$ cat src/design/pfcs_pkg.sv
// Shared types, format codes and range helpers for the pixel format converter.
package pfcs_pkg;

    typedef logic [2:0] fmt_t;

    localparam fmt_t FMT_BIT    = 3'd0;
    localparam fmt_t FMT_UBYTE  = 3'd1;
    localparam fmt_t FMT_SBYTE  = 3'd2;
    localparam fmt_t FMT_SHORT  = 3'd3;
    localparam fmt_t FMT_LONG   = 3'd4;
    localparam fmt_t FMT_SINGLE = 3'd5;
    localparam fmt_t FMT_DOUBLE = 3'd6;

    typedef logic signed [12:0] exp_t;

    // value = mant * 2^expo (unpacked), or 1.mant[62:0] * 2^expo (normalized)
    typedef struct packed {
        logic        bypass;
        logic [63:0] raw_out;
        fmt_t        tf;
        logic        sign;
        logic        is_nan;
        logic        is_inf;
        logic        is_zero;
        logic [63:0] mant;
        exp_t        expo;
    } num_t;

    typedef struct packed {
        logic        bypass;
        logic [63:0] raw_out;
        fmt_t        tf;
        logic        sign;
        logic        is_nan;
        logic        is_inf;
        logic        is_zero;
        logic        big;
        logic [63:0] mant;
        exp_t        expo;
        logic [31:0] quo;
        logic        rnd;
        logic        sticky;
    } aln_t;

    function automatic logic [63:0] fmt_mask(input fmt_t f);
        case (f)
            FMT_SHORT:              fmt_mask = 64'h0000_0000_0000_FFFF;
            FMT_LONG, FMT_SINGLE:   fmt_mask = 64'h0000_0000_FFFF_FFFF;
            FMT_DOUBLE:             fmt_mask = 64'hFFFF_FFFF_FFFF_FFFF;
            default:                fmt_mask = 64'h0000_0000_0000_00FF;
        endcase
    endfunction

    function automatic logic [31:0] int_hi(input fmt_t f);
        case (f)
            FMT_BIT:   int_hi = 32'd1;
            FMT_UBYTE: int_hi = 32'd255;
            FMT_SBYTE: int_hi = 32'd127;
            FMT_SHORT: int_hi = 32'd32767;
            default:   int_hi = 32'h7FFF_FFFF;
        endcase
    endfunction

    // magnitude of the lower limit
    function automatic logic [31:0] int_lomag(input fmt_t f);
        case (f)
            FMT_SBYTE: int_lomag = 32'd128;
            FMT_SHORT: int_lomag = 32'd32768;
            FMT_LONG:  int_lomag = 32'h8000_0000;
            default:   int_lomag = 32'd0;
        endcase
    endfunction

endpackage

$ cat src/design/pixel_format_convert_saturate.sv
// Pixel format converter with saturation: config registers and four-stage pipeline.
// Stages, in order from input transaction to result: unpack, normalize, align, pack.
// Throughput: one pixel per cycle while the output is not stalled; every stage is a register with its own valid bit.
// A stall at the output backs up stage by stage; nothing is dropped or repeated.
// Reset (aresetn low, synchronous) empties the pipeline and clears both format registers.
module pixel_format_convert_saturate (
    input  logic        aclk,
    input  logic        aresetn,
    input  logic        s_valid,
    output logic        s_ready,
    input  logic [63:0] s_pixel_in,
    output logic        m_valid,
    input  logic        m_ready,
    output logic [63:0] m_pixel_out,
    output logic        m_clipped,
    input  logic        psel,
    input  logic        penable,
    input  logic        pwrite,
    input  logic [2:0]  paddr,
    input  logic [31:0] pwdata,
    output logic [31:0] prdata,
    output logic        pready
);

    pfcs_pkg::fmt_t src_fmt_reg;
    pfcs_pkg::fmt_t tgt_fmt_reg;

    logic           v1;
    logic           r1;
    pfcs_pkg::num_t d1;
    logic           v2;
    logic           r2;
    pfcs_pkg::num_t d2;
    logic           v3;
    logic           r3;
    pfcs_pkg::aln_t d3;

    assign pready = 1'b1;
    assign prdata = {29'd0, (paddr[2] ? tgt_fmt_reg : src_fmt_reg)};

    always_ff @(posedge aclk) begin
        if (!aresetn) begin
            src_fmt_reg <= pfcs_pkg::FMT_BIT;
            tgt_fmt_reg <= pfcs_pkg::FMT_BIT;
        end else if (psel && penable && pwrite) begin
            if (paddr[2]) begin
                tgt_fmt_reg <= pwdata[2:0];
            end else begin
                src_fmt_reg <= pwdata[2:0];
            end
        end
    end

    pfcs_unpack u_unpack (
        .aclk      (aclk),
        .aresetn   (aresetn),
        .src_fmt   (src_fmt_reg),
        .tgt_fmt   (tgt_fmt_reg),
        .in_valid  (s_valid),
        .in_ready  (s_ready),
        .pixel_in  (s_pixel_in),
        .out_valid (v1),
        .out_ready (r1),
        .out_data  (d1)
    );

    pfcs_norm u_norm (
        .aclk      (aclk),
        .aresetn   (aresetn),
        .in_valid  (v1),
        .in_ready  (r1),
        .in_data   (d1),
        .out_valid (v2),
        .out_ready (r2),
        .out_data  (d2)
    );

    pfcs_align u_align (
        .aclk      (aclk),
        .aresetn   (aresetn),
        .in_valid  (v2),
        .in_ready  (r2),
        .in_data   (d2),
        .out_valid (v3),
        .out_ready (r3),
        .out_data  (d3)
    );

    pfcs_pack u_pack (
        .aclk      (aclk),
        .aresetn   (aresetn),
        .in_valid  (v3),
        .in_ready  (r3),
        .in_data   (d3),
        .out_valid (m_valid),
        .out_ready (m_ready),
        .pixel_out (m_pixel_out),
        .clipped   (m_clipped)
    );

    // backpressure only ever comes from a full, stalled output
    a_stall_source: assert property (@(posedge aclk) disable iff (!aresetn)
        !s_ready |-> (m_valid && !m_ready))
        else $error("input stalled without a stalled output");

    a_clip_int_only: assert property (@(posedge aclk) disable iff (!aresetn)
        (m_valid && m_clipped) |-> (tgt_fmt_reg <= pfcs_pkg::FMT_LONG))
        else $error("clipped raised for a float target");

    a_bad_code_zero: assert property (@(posedge aclk) disable iff (!aresetn)
        (m_valid && ((src_fmt_reg > pfcs_pkg::FMT_DOUBLE) ||
                     (tgt_fmt_reg > pfcs_pkg::FMT_DOUBLE)))
        |-> ((m_pixel_out == 64'd0) && !m_clipped))
        else $error("unused format code gave a nonzero result");

    a_bit_range: assert property (@(posedge aclk) disable iff (!aresetn)
        (m_valid && (tgt_fmt_reg == pfcs_pkg::FMT_BIT) && (src_fmt_reg != pfcs_pkg::FMT_BIT))
        |-> (m_pixel_out[63:1] == 63'd0))
        else $error("bit target out of range");

endmodule

$ cat src/design/pfcs_unpack.sv
// Stage 1: decode the source pixel into sign, integer mantissa and exponent.
module pfcs_unpack (
    input  logic                aclk,
    input  logic                aresetn,
    input  pfcs_pkg::fmt_t      src_fmt,
    input  pfcs_pkg::fmt_t      tgt_fmt,
    input  logic                in_valid,
    output logic                in_ready,
    input  logic [63:0]         pixel_in,
    output logic                out_valid,
    input  logic                out_ready,
    output pfcs_pkg::num_t      out_data
);

    logic           valid_reg;
    pfcs_pkg::num_t data_reg;
    pfcs_pkg::num_t data_next;

    logic [31:0] ival;
    logic [31:0] imag;
    logic [7:0]  se;
    logic [22:0] sfr;
    logic [10:0] de;
    logic [51:0] dfr;
    logic        invalid;

    always_comb begin
        case (src_fmt)
            pfcs_pkg::FMT_SBYTE: ival = {{24{pixel_in[7]}}, pixel_in[7:0]};
            pfcs_pkg::FMT_SHORT: ival = {{16{pixel_in[15]}}, pixel_in[15:0]};
            pfcs_pkg::FMT_LONG:  ival = pixel_in[31:0];
            default:             ival = {24'd0, pixel_in[7:0]};
        endcase
        imag = ival[31] ? (~ival + 32'd1) : ival;
        se   = pixel_in[30:23];
        sfr  = pixel_in[22:0];
        de   = pixel_in[62:52];
        dfr  = pixel_in[51:0];

        invalid = (src_fmt > pfcs_pkg::FMT_DOUBLE) || (tgt_fmt > pfcs_pkg::FMT_DOUBLE);

        data_next.bypass  = invalid || (src_fmt == tgt_fmt);
        data_next.raw_out = invalid ? 64'd0 : (pixel_in & pfcs_pkg::fmt_mask(src_fmt));
        data_next.tf      = tgt_fmt;
        data_next.sign    = ival[31];
        data_next.is_nan  = 1'b0;
        data_next.is_inf  = 1'b0;
        data_next.is_zero = (imag == 32'd0);
        data_next.mant    = {32'd0, imag};
        data_next.expo    = '0;

        case (src_fmt)
            pfcs_pkg::FMT_SINGLE: begin
                data_next.sign    = pixel_in[31];
                data_next.is_nan  = (se == 8'hFF) && (sfr != 23'd0);
                data_next.is_inf  = (se == 8'hFF) && (sfr == 23'd0);
                data_next.is_zero = (se == 8'd0) && (sfr == 23'd0);
                data_next.mant    = {40'd0, (se != 8'd0), sfr};
                data_next.expo    = (se != 8'd0) ?
                                    (pfcs_pkg::exp_t'({5'd0, se}) - 13'sd150) : -13'sd149;
            end
            pfcs_pkg::FMT_DOUBLE: begin
                data_next.sign    = pixel_in[63];
                data_next.is_nan  = (de == 11'h7FF) && (dfr != 52'd0);
                data_next.is_inf  = (de == 11'h7FF) && (dfr == 52'd0);
                data_next.is_zero = (de == 11'd0) && (dfr == 52'd0);
                data_next.mant    = {11'd0, (de != 11'd0), dfr};
                data_next.expo    = (de != 11'd0) ?
                                    (pfcs_pkg::exp_t'({2'd0, de}) - 13'sd1075) : -13'sd1074;
            end
            default: begin
            end
        endcase
    end

    assign in_ready  = !valid_reg || out_ready;
    assign out_valid = valid_reg;
    assign out_data  = data_reg;

    always_ff @(posedge aclk) begin
        if (!aresetn) begin
            valid_reg <= 1'b0;
        end else if (in_ready) begin
            valid_reg <= in_valid;
        end
    end

    always_ff @(posedge aclk) begin
        if (in_valid && in_ready) begin
            data_reg <= data_next;
        end
    end

endmodule

$ cat src/design/pfcs_norm.sv
// Stage 2: normalize a nonzero mantissa so its top bit is set and fix up the exponent.
module pfcs_norm (
    input  logic                aclk,
    input  logic                aresetn,
    input  logic                in_valid,
    output logic                in_ready,
    input  pfcs_pkg::num_t      in_data,
    output logic                out_valid,
    input  logic                out_ready,
    output pfcs_pkg::num_t      out_data
);

    logic           valid_reg;
    pfcs_pkg::num_t data_reg;
    pfcs_pkg::num_t data_next;

    logic [63:0] m;
    logic [5:0]  lz;

    always_comb begin
        m  = in_data.mant;
        lz = '0;
        if (m[63:32] == 32'd0) begin
            m     = {m[31:0], 32'd0};
            lz[5] = 1'b1;
        end
        if (m[63:48] == 16'd0) begin
            m     = {m[47:0], 16'd0};
            lz[4] = 1'b1;
        end
        if (m[63:56] == 8'd0) begin
            m     = {m[55:0], 8'd0};
            lz[3] = 1'b1;
        end
        if (m[63:60] == 4'd0) begin
            m     = {m[59:0], 4'd0};
            lz[2] = 1'b1;
        end
        if (m[63:62] == 2'd0) begin
            m     = {m[61:0], 2'd0};
            lz[1] = 1'b1;
        end
        if (!m[63]) begin
            m     = {m[62:0], 1'b0};
            lz[0] = 1'b1;
        end
        data_next      = in_data;
        data_next.mant = m;
        data_next.expo = in_data.expo + 13'sd63 - pfcs_pkg::exp_t'({7'd0, lz});
    end

    assign in_ready  = !valid_reg || out_ready;
    assign out_valid = valid_reg;
    assign out_data  = data_reg;

    always_ff @(posedge aclk) begin
        if (!aresetn) begin
            valid_reg <= 1'b0;
        end else if (in_ready) begin
            valid_reg <= in_valid;
        end
    end

    always_ff @(posedge aclk) begin
        if (in_valid && in_ready) begin
            data_reg <= data_next;
        end
    end

endmodule

$ cat src/design/pfcs_align.sv
// Stage 3: shift the mantissa to the target's binary point, keeping round and sticky bits.
module pfcs_align (
    input  logic                aclk,
    input  logic                aresetn,
    input  logic                in_valid,
    output logic                in_ready,
    input  pfcs_pkg::num_t      in_data,
    output logic                out_valid,
    input  logic                out_ready,
    output pfcs_pkg::aln_t      out_data
);

    logic           valid_reg;
    pfcs_pkg::aln_t data_reg;
    pfcs_pkg::aln_t data_next;

    pfcs_pkg::exp_t rsw;
    logic [6:0]     rs;
    logic [127:0]   sh;

    always_comb begin
        rsw = '0;
        if (in_data.tf == pfcs_pkg::FMT_SINGLE) begin
            if (in_data.expo >= -13'sd126) begin
                rsw = 13'sd40;
            end else if (in_data.expo < -13'sd213) begin
                rsw = 13'sd127;
            end else begin
                rsw = -13'sd86 - in_data.expo;
            end
        end else begin
            // integer targets (a double target does not use quo); at or above 2^32 an integer value saturates anyway
            if (in_data.expo < -13'sd64) begin
                rsw = 13'sd127;
            end else if (in_data.expo < 13'sd32) begin
                rsw = 13'sd63 - in_data.expo;
            end
        end
        rs = rsw[6:0];
        sh = {in_data.mant, 64'd0} >> rs;

        data_next.bypass  = in_data.bypass;
        data_next.raw_out = in_data.raw_out;
        data_next.tf      = in_data.tf;
        data_next.sign    = in_data.sign;
        data_next.is_nan  = in_data.is_nan;
        data_next.is_inf  = in_data.is_inf;
        data_next.is_zero = in_data.is_zero;
        data_next.big     = in_data.is_inf || (!in_data.is_zero && (in_data.expo >= 13'sd32));
        data_next.mant    = in_data.mant;
        data_next.expo    = in_data.expo;
        data_next.quo     = sh[95:64];
        data_next.rnd     = sh[63];
        data_next.sticky  = |sh[62:0];
    end

    assign in_ready  = !valid_reg || out_ready;
    assign out_valid = valid_reg;
    assign out_data  = data_reg;

    always_ff @(posedge aclk) begin
        if (!aresetn) begin
            valid_reg <= 1'b0;
        end else if (in_ready) begin
            valid_reg <= in_valid;
        end
    end

    always_ff @(posedge aclk) begin
        if (in_valid && in_ready) begin
            data_reg <= data_next;
        end
    end

endmodule

$ cat src/design/pfcs_pack.sv
// Stage 4: round, clamp and pack the result into the target format; output register.
module pfcs_pack (
    input  logic                aclk,
    input  logic                aresetn,
    input  logic                in_valid,
    output logic                in_ready,
    input  pfcs_pkg::aln_t      in_data,
    output logic                out_valid,
    input  logic                out_ready,
    output logic [63:0]         pixel_out,
    output logic                clipped
);

    logic        valid_reg;
    logic [63:0] pixel_reg;
    logic [63:0] pixel_next;
    logic        clip_reg;
    logic        clip_next;

    logic [31:0]    hi;
    logic [31:0]    lom;
    logic           fnz;
    logic           over;
    logic           inc;
    logic [32:0]    mag;
    logic [32:0]    sv;
    logic [24:0]    sum;
    logic [7:0]     ebase;
    logic [30:0]    tot;
    pfcs_pkg::exp_t et;
    pfcs_pkg::exp_t ed;

    always_comb begin
        hi    = pfcs_pkg::int_hi(in_data.tf);
        lom   = pfcs_pkg::int_lomag(in_data.tf);
        fnz   = in_data.rnd || in_data.sticky;
        if (in_data.sign) begin
            over = in_data.big || (in_data.quo > lom) || ((in_data.quo == lom) && fnz);
        end else begin
            over = in_data.big || (in_data.quo > hi) || ((in_data.quo == hi) && fnz);
        end
        inc   = in_data.rnd && (in_data.sticky || in_data.quo[0]);
        if (over) begin
            mag = {1'b0, (in_data.sign ? lom : hi)};
        end else if (in_data.tf == pfcs_pkg::FMT_LONG) begin
            mag = {1'b0, in_data.quo};
        end else begin
            mag = {1'b0, in_data.quo} + {32'd0, inc};
        end
        sv    = in_data.sign ? (~mag + 33'd1) : mag;

        // normal results carry the hidden bit in sum[23], which adds one to ebase
        sum   = {1'b0, in_data.quo[23:0]} + {24'd0, inc};
        et    = in_data.expo + 13'sd126;
        ebase = (in_data.expo >= -13'sd126) ? et[7:0] : 8'd0;
        tot   = {ebase, 23'd0} + {6'd0, sum};
        ed    = in_data.expo + 13'sd1023;

        pixel_next = 64'd0;
        clip_next  = 1'b0;
        if (in_data.bypass) begin
            pixel_next = in_data.raw_out;
        end else if (!in_data.is_nan) begin
            case (in_data.tf)
                pfcs_pkg::FMT_SINGLE: begin
                    if (in_data.is_zero) begin
                        pixel_next = {32'd0, in_data.sign, 31'd0};
                    end else if (in_data.is_inf || (in_data.expo > 13'sd127)) begin
                        pixel_next = {32'd0, in_data.sign, 8'hFF, 23'd0};
                    end else begin
                        pixel_next = {32'd0, in_data.sign, tot};
                    end
                end
                pfcs_pkg::FMT_DOUBLE: begin
                    if (in_data.is_zero) begin
                        pixel_next = {in_data.sign, 63'd0};
                    end else if (in_data.is_inf) begin
                        pixel_next = {in_data.sign, 11'h7FF, 52'd0};
                    end else begin
                        pixel_next = {in_data.sign, ed[10:0], in_data.mant[62:11]};
                    end
                end
                default: begin
                    pixel_next = {32'd0, sv[31:0]} & pfcs_pkg::fmt_mask(in_data.tf);
                    clip_next  = over;
                end
            endcase
        end
    end

    assign in_ready  = !valid_reg || out_ready;
    assign out_valid = valid_reg;
    assign pixel_out = pixel_reg;
    assign clipped   = clip_reg;

    always_ff @(posedge aclk) begin
        if (!aresetn) begin
            valid_reg <= 1'b0;
        end else if (in_ready) begin
            valid_reg <= in_valid;
        end
    end

    always_ff @(posedge aclk) begin
        if (in_valid && in_ready) begin
            pixel_reg <= pixel_next;
            clip_reg  <= clip_next;
        end
    end

endmodule

$ cat config.mk
export PLATFORM = sky130hd
export DESIGN_NAME = pixel_format_convert_saturate
export DESIGN_NICKNAME = d
export VERILOG_FILES = /design/src/design/pfcs_pkg.sv /design/src/design/pixel_format_convert_saturate.sv /design/src/design/pfcs_unpack.sv /design/src/design/pfcs_norm.sv /design/src/design/pfcs_align.sv /design/src/design/pfcs_pack.sv
export SDC_FILE = /design/constraint.sdc
export NUM_CORES = 1
export LEC_CHECK = 0
export ABC_AREA = 0
export BUFFER_PORTS_ARGS = -buffer_cell sky130_fd_sc_hd__buf_2
export CORE_MARGIN = 2
export CORE_UTILIZATION = 38
export CTS_BUF_LIST = sky130_fd_sc_hd__clkbuf_4 sky130_fd_sc_hd__clkbuf_8 sky130_fd_sc_hd__clkbuf_16
export DETAILED_ROUTE_END_ITERATION = 16
export MAX_ROUTING_LAYER = met4
export PLACE_DENSITY_LB_ADDON = 0.12
export SLEW_MARGIN = 5
export SYNTH_ARGS = -nofsm -noshare
export SYNTH_HDL_FRONTEND = slang
export SYNTH_HIERARCHICAL = 1
export SYNTH_SLANG_ARGS = --single-unit
$ cat constraint.sdc
create_clock -name aclk -period 7.44 [get_ports aclk]
set_input_delay 0.372 -clock aclk [delete_from_list [all_inputs] [get_ports aclk]]
set_output_delay 0.372 -clock aclk [all_outputs]
set_load 0.01 [all_outputs]
==> results of run 1 <==
-- routing by layer --
metal  vias up  share of wire  track usage
met4         0          0.038        0.103
met3       240          0.073       0.0337
met2      1534           0.46        0.435
met5         -              0            -
met1     15566           0.43        0.392
li1      14505              -            -
-- power by group --
group	internal (uW)	total [uW]	switching [uW]
clock	1790	3030	1240
combinational	527	1670	1140
sequential	3440	3580	143
-- worst max path at each step --
stage / endpoint / slack (ps) / startpoint
after floorplan: u_norm/out_data[12]$_DFFE_PP_ / 2180 / u_unpack/out_data[49]$_SDFFCE_PP0P_
after global placement: u_norm/out_data[12]$_DFFE_PP_ / 1380 / u_unpack/out_data[45]$_SDFFCE_PP0P_
after detailed placement: u_norm/out_data[12]$_DFFE_PP_ / 1300 / u_unpack/out_data[45]$_SDFFCE_PP0P_
after CTS: u_norm/out_data[12]$_DFFE_PP_ / 1300 / u_unpack/out_data[45]$_SDFFCE_PP0P_
after global routing: u_norm/out_data[12]$_DFFE_PP_ / 870 / u_unpack/out_data[45]$_SDFFCE_PP0P_
final: u_norm/out_data[12]$_DFFE_PP_ / 1300 / u_unpack/out_data[45]$_SDFFCE_PP0P_
-- metrics by stage --
stage                     std cells  utilization  hold slack, ps  power, uW
after floorplan                3794            -             400       4640
after global placement         4975        0.403             401       5260
after detailed placement       4975        0.403             405       5250
after CTS                      5084        0.425            4.14       8300
after global routing           5085        0.425            33.0       8570
final                          5086        0.425            35.8       8280
-- cell type report --
| cell class | instances | share of cell area |
|---|---|---|
| Multi-Input combinational cell | 2847 | 0.473 |
| Sequential cell | 533 | 0.393 |
| Tap cell | 1265 | 0.0391 |
| Clock buffer | 66 | 0.0369 |
| Timing Repair Buffer | 239 | 0.0362 |
| Clock inverter | 36 | 0.0126 |
| Inverter | 98 | 0.00908 |
| Antenna cell | 2 | 0.000124 |
-- critical path, cell delays in order (launching register included) --
cell and delay (ps):
edfxtp_1 440, nor4_4 500, and4_1 500, a21oi_4 120, buf_4 260, a221o_1 470, or4b_4 670, nor2_4 160
inv_2 190, o21ai_1 370, o21ai_4 120, ha_1 220, ha_1 190, a21o_1 180, a21oi_1 210, o21bai_1 90
a21o_1 200, a211oi_1 350, o21bai_1 110, a21oi_1 230, o21bai_1 80, a21oi_1 180, xnor2_1 80
==> impl_metrics.json, run 1 <==
{
  "status": "finished clean",
  "dp_hpwl_microns": 106000,
  "r2r_end": "u_norm/out_data[12]$_DFFE_PP_",
  "hold_depth": 3,
  "viasPerCell": 6.26,
  "max_cap_viol_count": 0,
  "rr_startpoint": "u_unpack/out_data[45]$_SDFFCE_PP0P_",
  "stdcell_area_sq_um": 40500,
  "tns_ps": 0,
  "power_density_nw_per_um2": 205,
  "hp-class": "input pin to flop",
  "fin_nets": 3945,
  "ant_nets": 0,
  "hold_buffers": 7,
  "crit_fanout": 22,
  "antenna_found_initial": 5,
  "ys_warn_count": 6,
  "gp_congestion": 1.02,
  "vdd_drop_max_v": 0.000184,
  "fin_skew_ps": 68.3,
  "grt_pass1_wl_microns": 205000,
  "final_common_cell": "edfxtp_1",
  "clkSlewWorstSetupHoldPaths_ps": 60,
  "overflow": 0,
  "critPathArrivalTime_ps": 6570,
  "most-common-layout-cells": "edfxtp_1 (523), nand2_1 (314), nor2_1 (273), a21oi_1 (233), o21ai_0 (224)",
  "vias": 31845,
  "path_class": "flop to flop",
  "multi_input_area_sq_um": 19200,
  "register_area_sq_um": 15900,
  "start_util": 0.385,
  "grt_max_degree": 159,
  "grt_pass1_vias": 29872,
  "fillers": 9384,
  "ios": 206,
  "core_sq_um": 95300,
  "cts_tree": "built",
  "setup_viol": 0,
  "dpl_cell_area_sq_um": 38400,
  "slew_viol_final": 0,
  "drc": 0,
  "die-area_sq_um": 99100,
  "avgSynthCellArea_sq_um": 9.77,
  "drt-initial-drc-count": 4024,
  "period_minus_slack_ps": 6140,
  "cts_setup_buffers": 0,
  "die_x_microns": 315,
  "largest_reg_flops": 172,
  "tightestPinTransition_ps": 1190,
  "hold_viol": 0,
  "rows": 113,
  "area_growth_pct": 10.4,
  "clk_path_buf_depth": 3,
  "cp-start-kind": "flop",
  "fin_crit_sh": 0.825,
  "post-place-ws_ps": 1300,
  "die_h_microns": 315,
  "dr.pass1.iters": 10,
  "fmax_ghz": 0.163,
  "min_to": "src_fmt_reg[2]$_SDFFE_PN0P_",
  "cts-resized-gates": 0,
  "p_leak_uw": 0.0144,
  "drt-wirelength-per-cell_microns": 27.7,
  "critPathCaptureType": "flop",
  "cp.required_ps": 7880,
  "cts_root_buf": "clkbuf_16",
  "r2r_slack_ps": 1300,
  "clock-sinks": 533,
  "wirelength_microns": 141000,
  "layout-drive-gt1-share": 0.128,
  "postSynthCellCount": 3756,
  "worst_slack_ps": 1300,
  "r2r_cells": 22,
  "clk-insertion-delay-late_ps": 690,
  "min_from": "penable",
  "port_buffers": 144,
  "cts_buffers": 57,
  "slew_headroom": 0.199,
  "rsz0062_at_grt": "no",
  "htree_levels": 2,
  "track_usage": 0.286,
  "synth_area_sq_um": 36700
}
No activity file was read; power rests on OpenSTA's default activity.
==> inputs of run 2 (changes only) <==
Clock period 7.44 ns to 6.3 ns, I/O delays scaled along.
==> impl_metrics.json, run 2 (synthesized netlist as in run 1, its figures left out) <==
{
  "status": "finished clean",
  "ios": 206,
  "clk_path_buf_depth": 3,
  "drt-wirelength-per-cell_microns": 28.4,
  "period_minus_slack_ps": 5810,
  "cp-start-kind": "flop",
  "power_density_nw_per_um2": 233,
  "fin_crit_sh": 0.922,
  "wirelength_microns": 146000,
  "stdcell_area_sq_um": 40700,
  "htree_levels": 2,
  "slew_viol_final": 0,
  "vdd_drop_max_v": 0.000220,
  "die-area_sq_um": 99100,
  "rr_startpoint": "u_unpack/out_data[45]$_SDFFCE_PP0P_",
  "gp_congestion": 0.989,
  "cts_buffers": 57,
  "placedCellCount": 5020,
  "setup_viol": 0,
  "rsz0062_at_grt": "no",
  "drt-initial-drc-count": 3552,
  "largest_reg_flops": 172,
  "min_to": "u_unpack/out_data[132]$_SDFFCE_PP0P_",
  "grt_pass1_vias": 30103,
  "antenna_cells": 0,
  "p_leak_uw": 0.0145,
  "port_buffers": 144,
  "fmax_ghz": 0.172,
  "viasPerCell": 6.24,
  "fin_nets": 3992,
  "overflow": 0,
  "critPathArrivalTime_ps": 6190,
  "fin_skew_ps": 24.0,
  "cts_tree": "built",
  "tns_ps": 0,
  "grt_pass1_wl_microns": 211000,
  "ant_nets": 0,
  "hp-class": "input pin to flop",
  "critPathCaptureType": "flop",
  "die_h_microns": 315,
  "track_usage": 0.295,
  "most-common-layout-cells": "edfxtp_1 (523), nand2_1 (314), nor2_1 (273), a21oi_1 (233), o21ai_0 (224)",
  "crit_fanout": 21,
  "path_class": "flop to flop",
  "final_cells": 5131,
  "r2r_cells": 21,
  "hold_depth": 2,
  "dp_hpwl_microns": 111000,
  "power_uw": 9490,
  "core_sq_um": 95300,
  "final_common_cell": "edfxtp_1",
  "grt_max_degree": 150,
  "cp.required_ps": 6680,
  "tightestPinTransition_ps": 1340,
  "rows": 113,
  "max_cap_viol_count": 0,
  "clock-sinks": 533,
  "drc": 0,
  "cts_root_buf": "clkbuf_16",
  "dr.pass1.iters": 6,
  "antenna_found_initial": 3,
  "hold_viol": 0,
  "start_util": 0.385,
  "r2r_slack_ps": 490,
  "min_from": "s_pixel_in[48]",
  "slew_headroom": 0.100,
  "clkSlewWorstSetupHoldPaths_ps": 60,
  "r2r_end": "u_norm/out_data[12]$_DFFE_PP_",
  "dpl_cell_area_sq_um": 38800,
  "vias": 32000,
  "die_x_microns": 315,
  "clk-insertion-delay-late_ps": 650,
  "area_growth_pct": 10.8,
  "layout-drive-gt1-share": 0.138
}
==> run 2: changes by cell type in the layout (fill, tap and decap cells not counted), moves of 2 or more <==
cell / delta
bufinv_16: -8
clkinv_2: -2
clkbuf_4: +7
clkinv_1: +2
clkinv_16: -3
diode_2: -2
buf_4: +43
inv_6: +2
buf_12: +3
==> run 2: timing repair <==
item | in CTS | in global routing
resized for setup | 0 | 2
endpoints found under the setup margin | 0 | 1
setup buffers | 0 | 1
hold endpoints to repair | 11 | 0
hold buffers | 8 | 0
==> run 2: layout make-up <==
type | instances | area (sq um)
tap | 1265 | 1580
multi-input combinational | 2847 | 19200
clock inverter | 29 | 224
sequential | 533 | 15900
timing repair buffer | 286 | 1860
inverter | 98 | 368
fill | 9499 | 54600
clock buffer | 73 | 1550
==> run 2: through the flow <==
step                       util  worst slack, ps  hold WS, ps
after detailed placement  0.407              284          405
after global routing      0.427             30.2         32.0
after CTS                 0.426              249        0.281
after global placement    0.407              358          402
final                     0.427              491         39.0
after floorplan               -             1040          400
==> run 2: critical path, cell delays in order (launching register included) <==
cell and delay (ps):
edfxtp_1 450, nor4_4 500, nand4_2 380, or3_1 440, a31oi_1 290, or4b_4 610, nor2_4 150, inv_2 180
o21a_2 290, inv_2 70, ha_1 230, ha_1 210, a21o_1 180, a21oi_1 210, o21bai_1 90, a21o_1 200
a211oi_1 380, o21bai_1 110, a21oi_1 230, o21bai_1 90, a21oi_1 170, xnor2_1 80
==> run 2: layer usage <==
metal | routed length, microns | global-route usage
met1 | 64100 | 0.405
met2 | 67100 | 0.454
met3 | 9250 | 0.0318
met4 | 5110 | 0.0975
met5 | 0 | -
==> run 2: how the worst max path moves through the flow <==
stage	start	to	slack (ps)	cells after the start
floorplan	u_unpack/out_data[49]$_SDFFCE_PP0P_	u_norm/out_data[12]$_DFFE_PP_	1040	24
detailed placement	u_unpack/out_data[45]$_SDFFCE_PP0P_	u_norm/out_data[12]$_DFFE_PP_	280	21
global placement	u_unpack/out_data[45]$_SDFFCE_PP0P_	u_norm/out_data[12]$_DFFE_PP_	360	21
CTS	u_unpack/out_data[45]$_SDFFCE_PP0P_	u_norm/out_data[12]$_DFFE_PP_	250	21
global route	u_unpack/out_data[45]$_SDFFCE_PP0P_	u_norm/out_data[12]$_DFFE_PP_	30	21
finish	u_unpack/out_data[45]$_SDFFCE_PP0P_	u_norm/out_data[12]$_DFFE_PP_	490	21
==> run 2: where the power goes <==
part / switching [uW] / internal (uW) / leakage, uW
Combinational: 1400 / 659 / 0.00855
Sequential: 163 / 4060 / 0.00509
Clock: 1380 / 1820 / 0.000881
Total: 2950 / 6540 / 0.0145
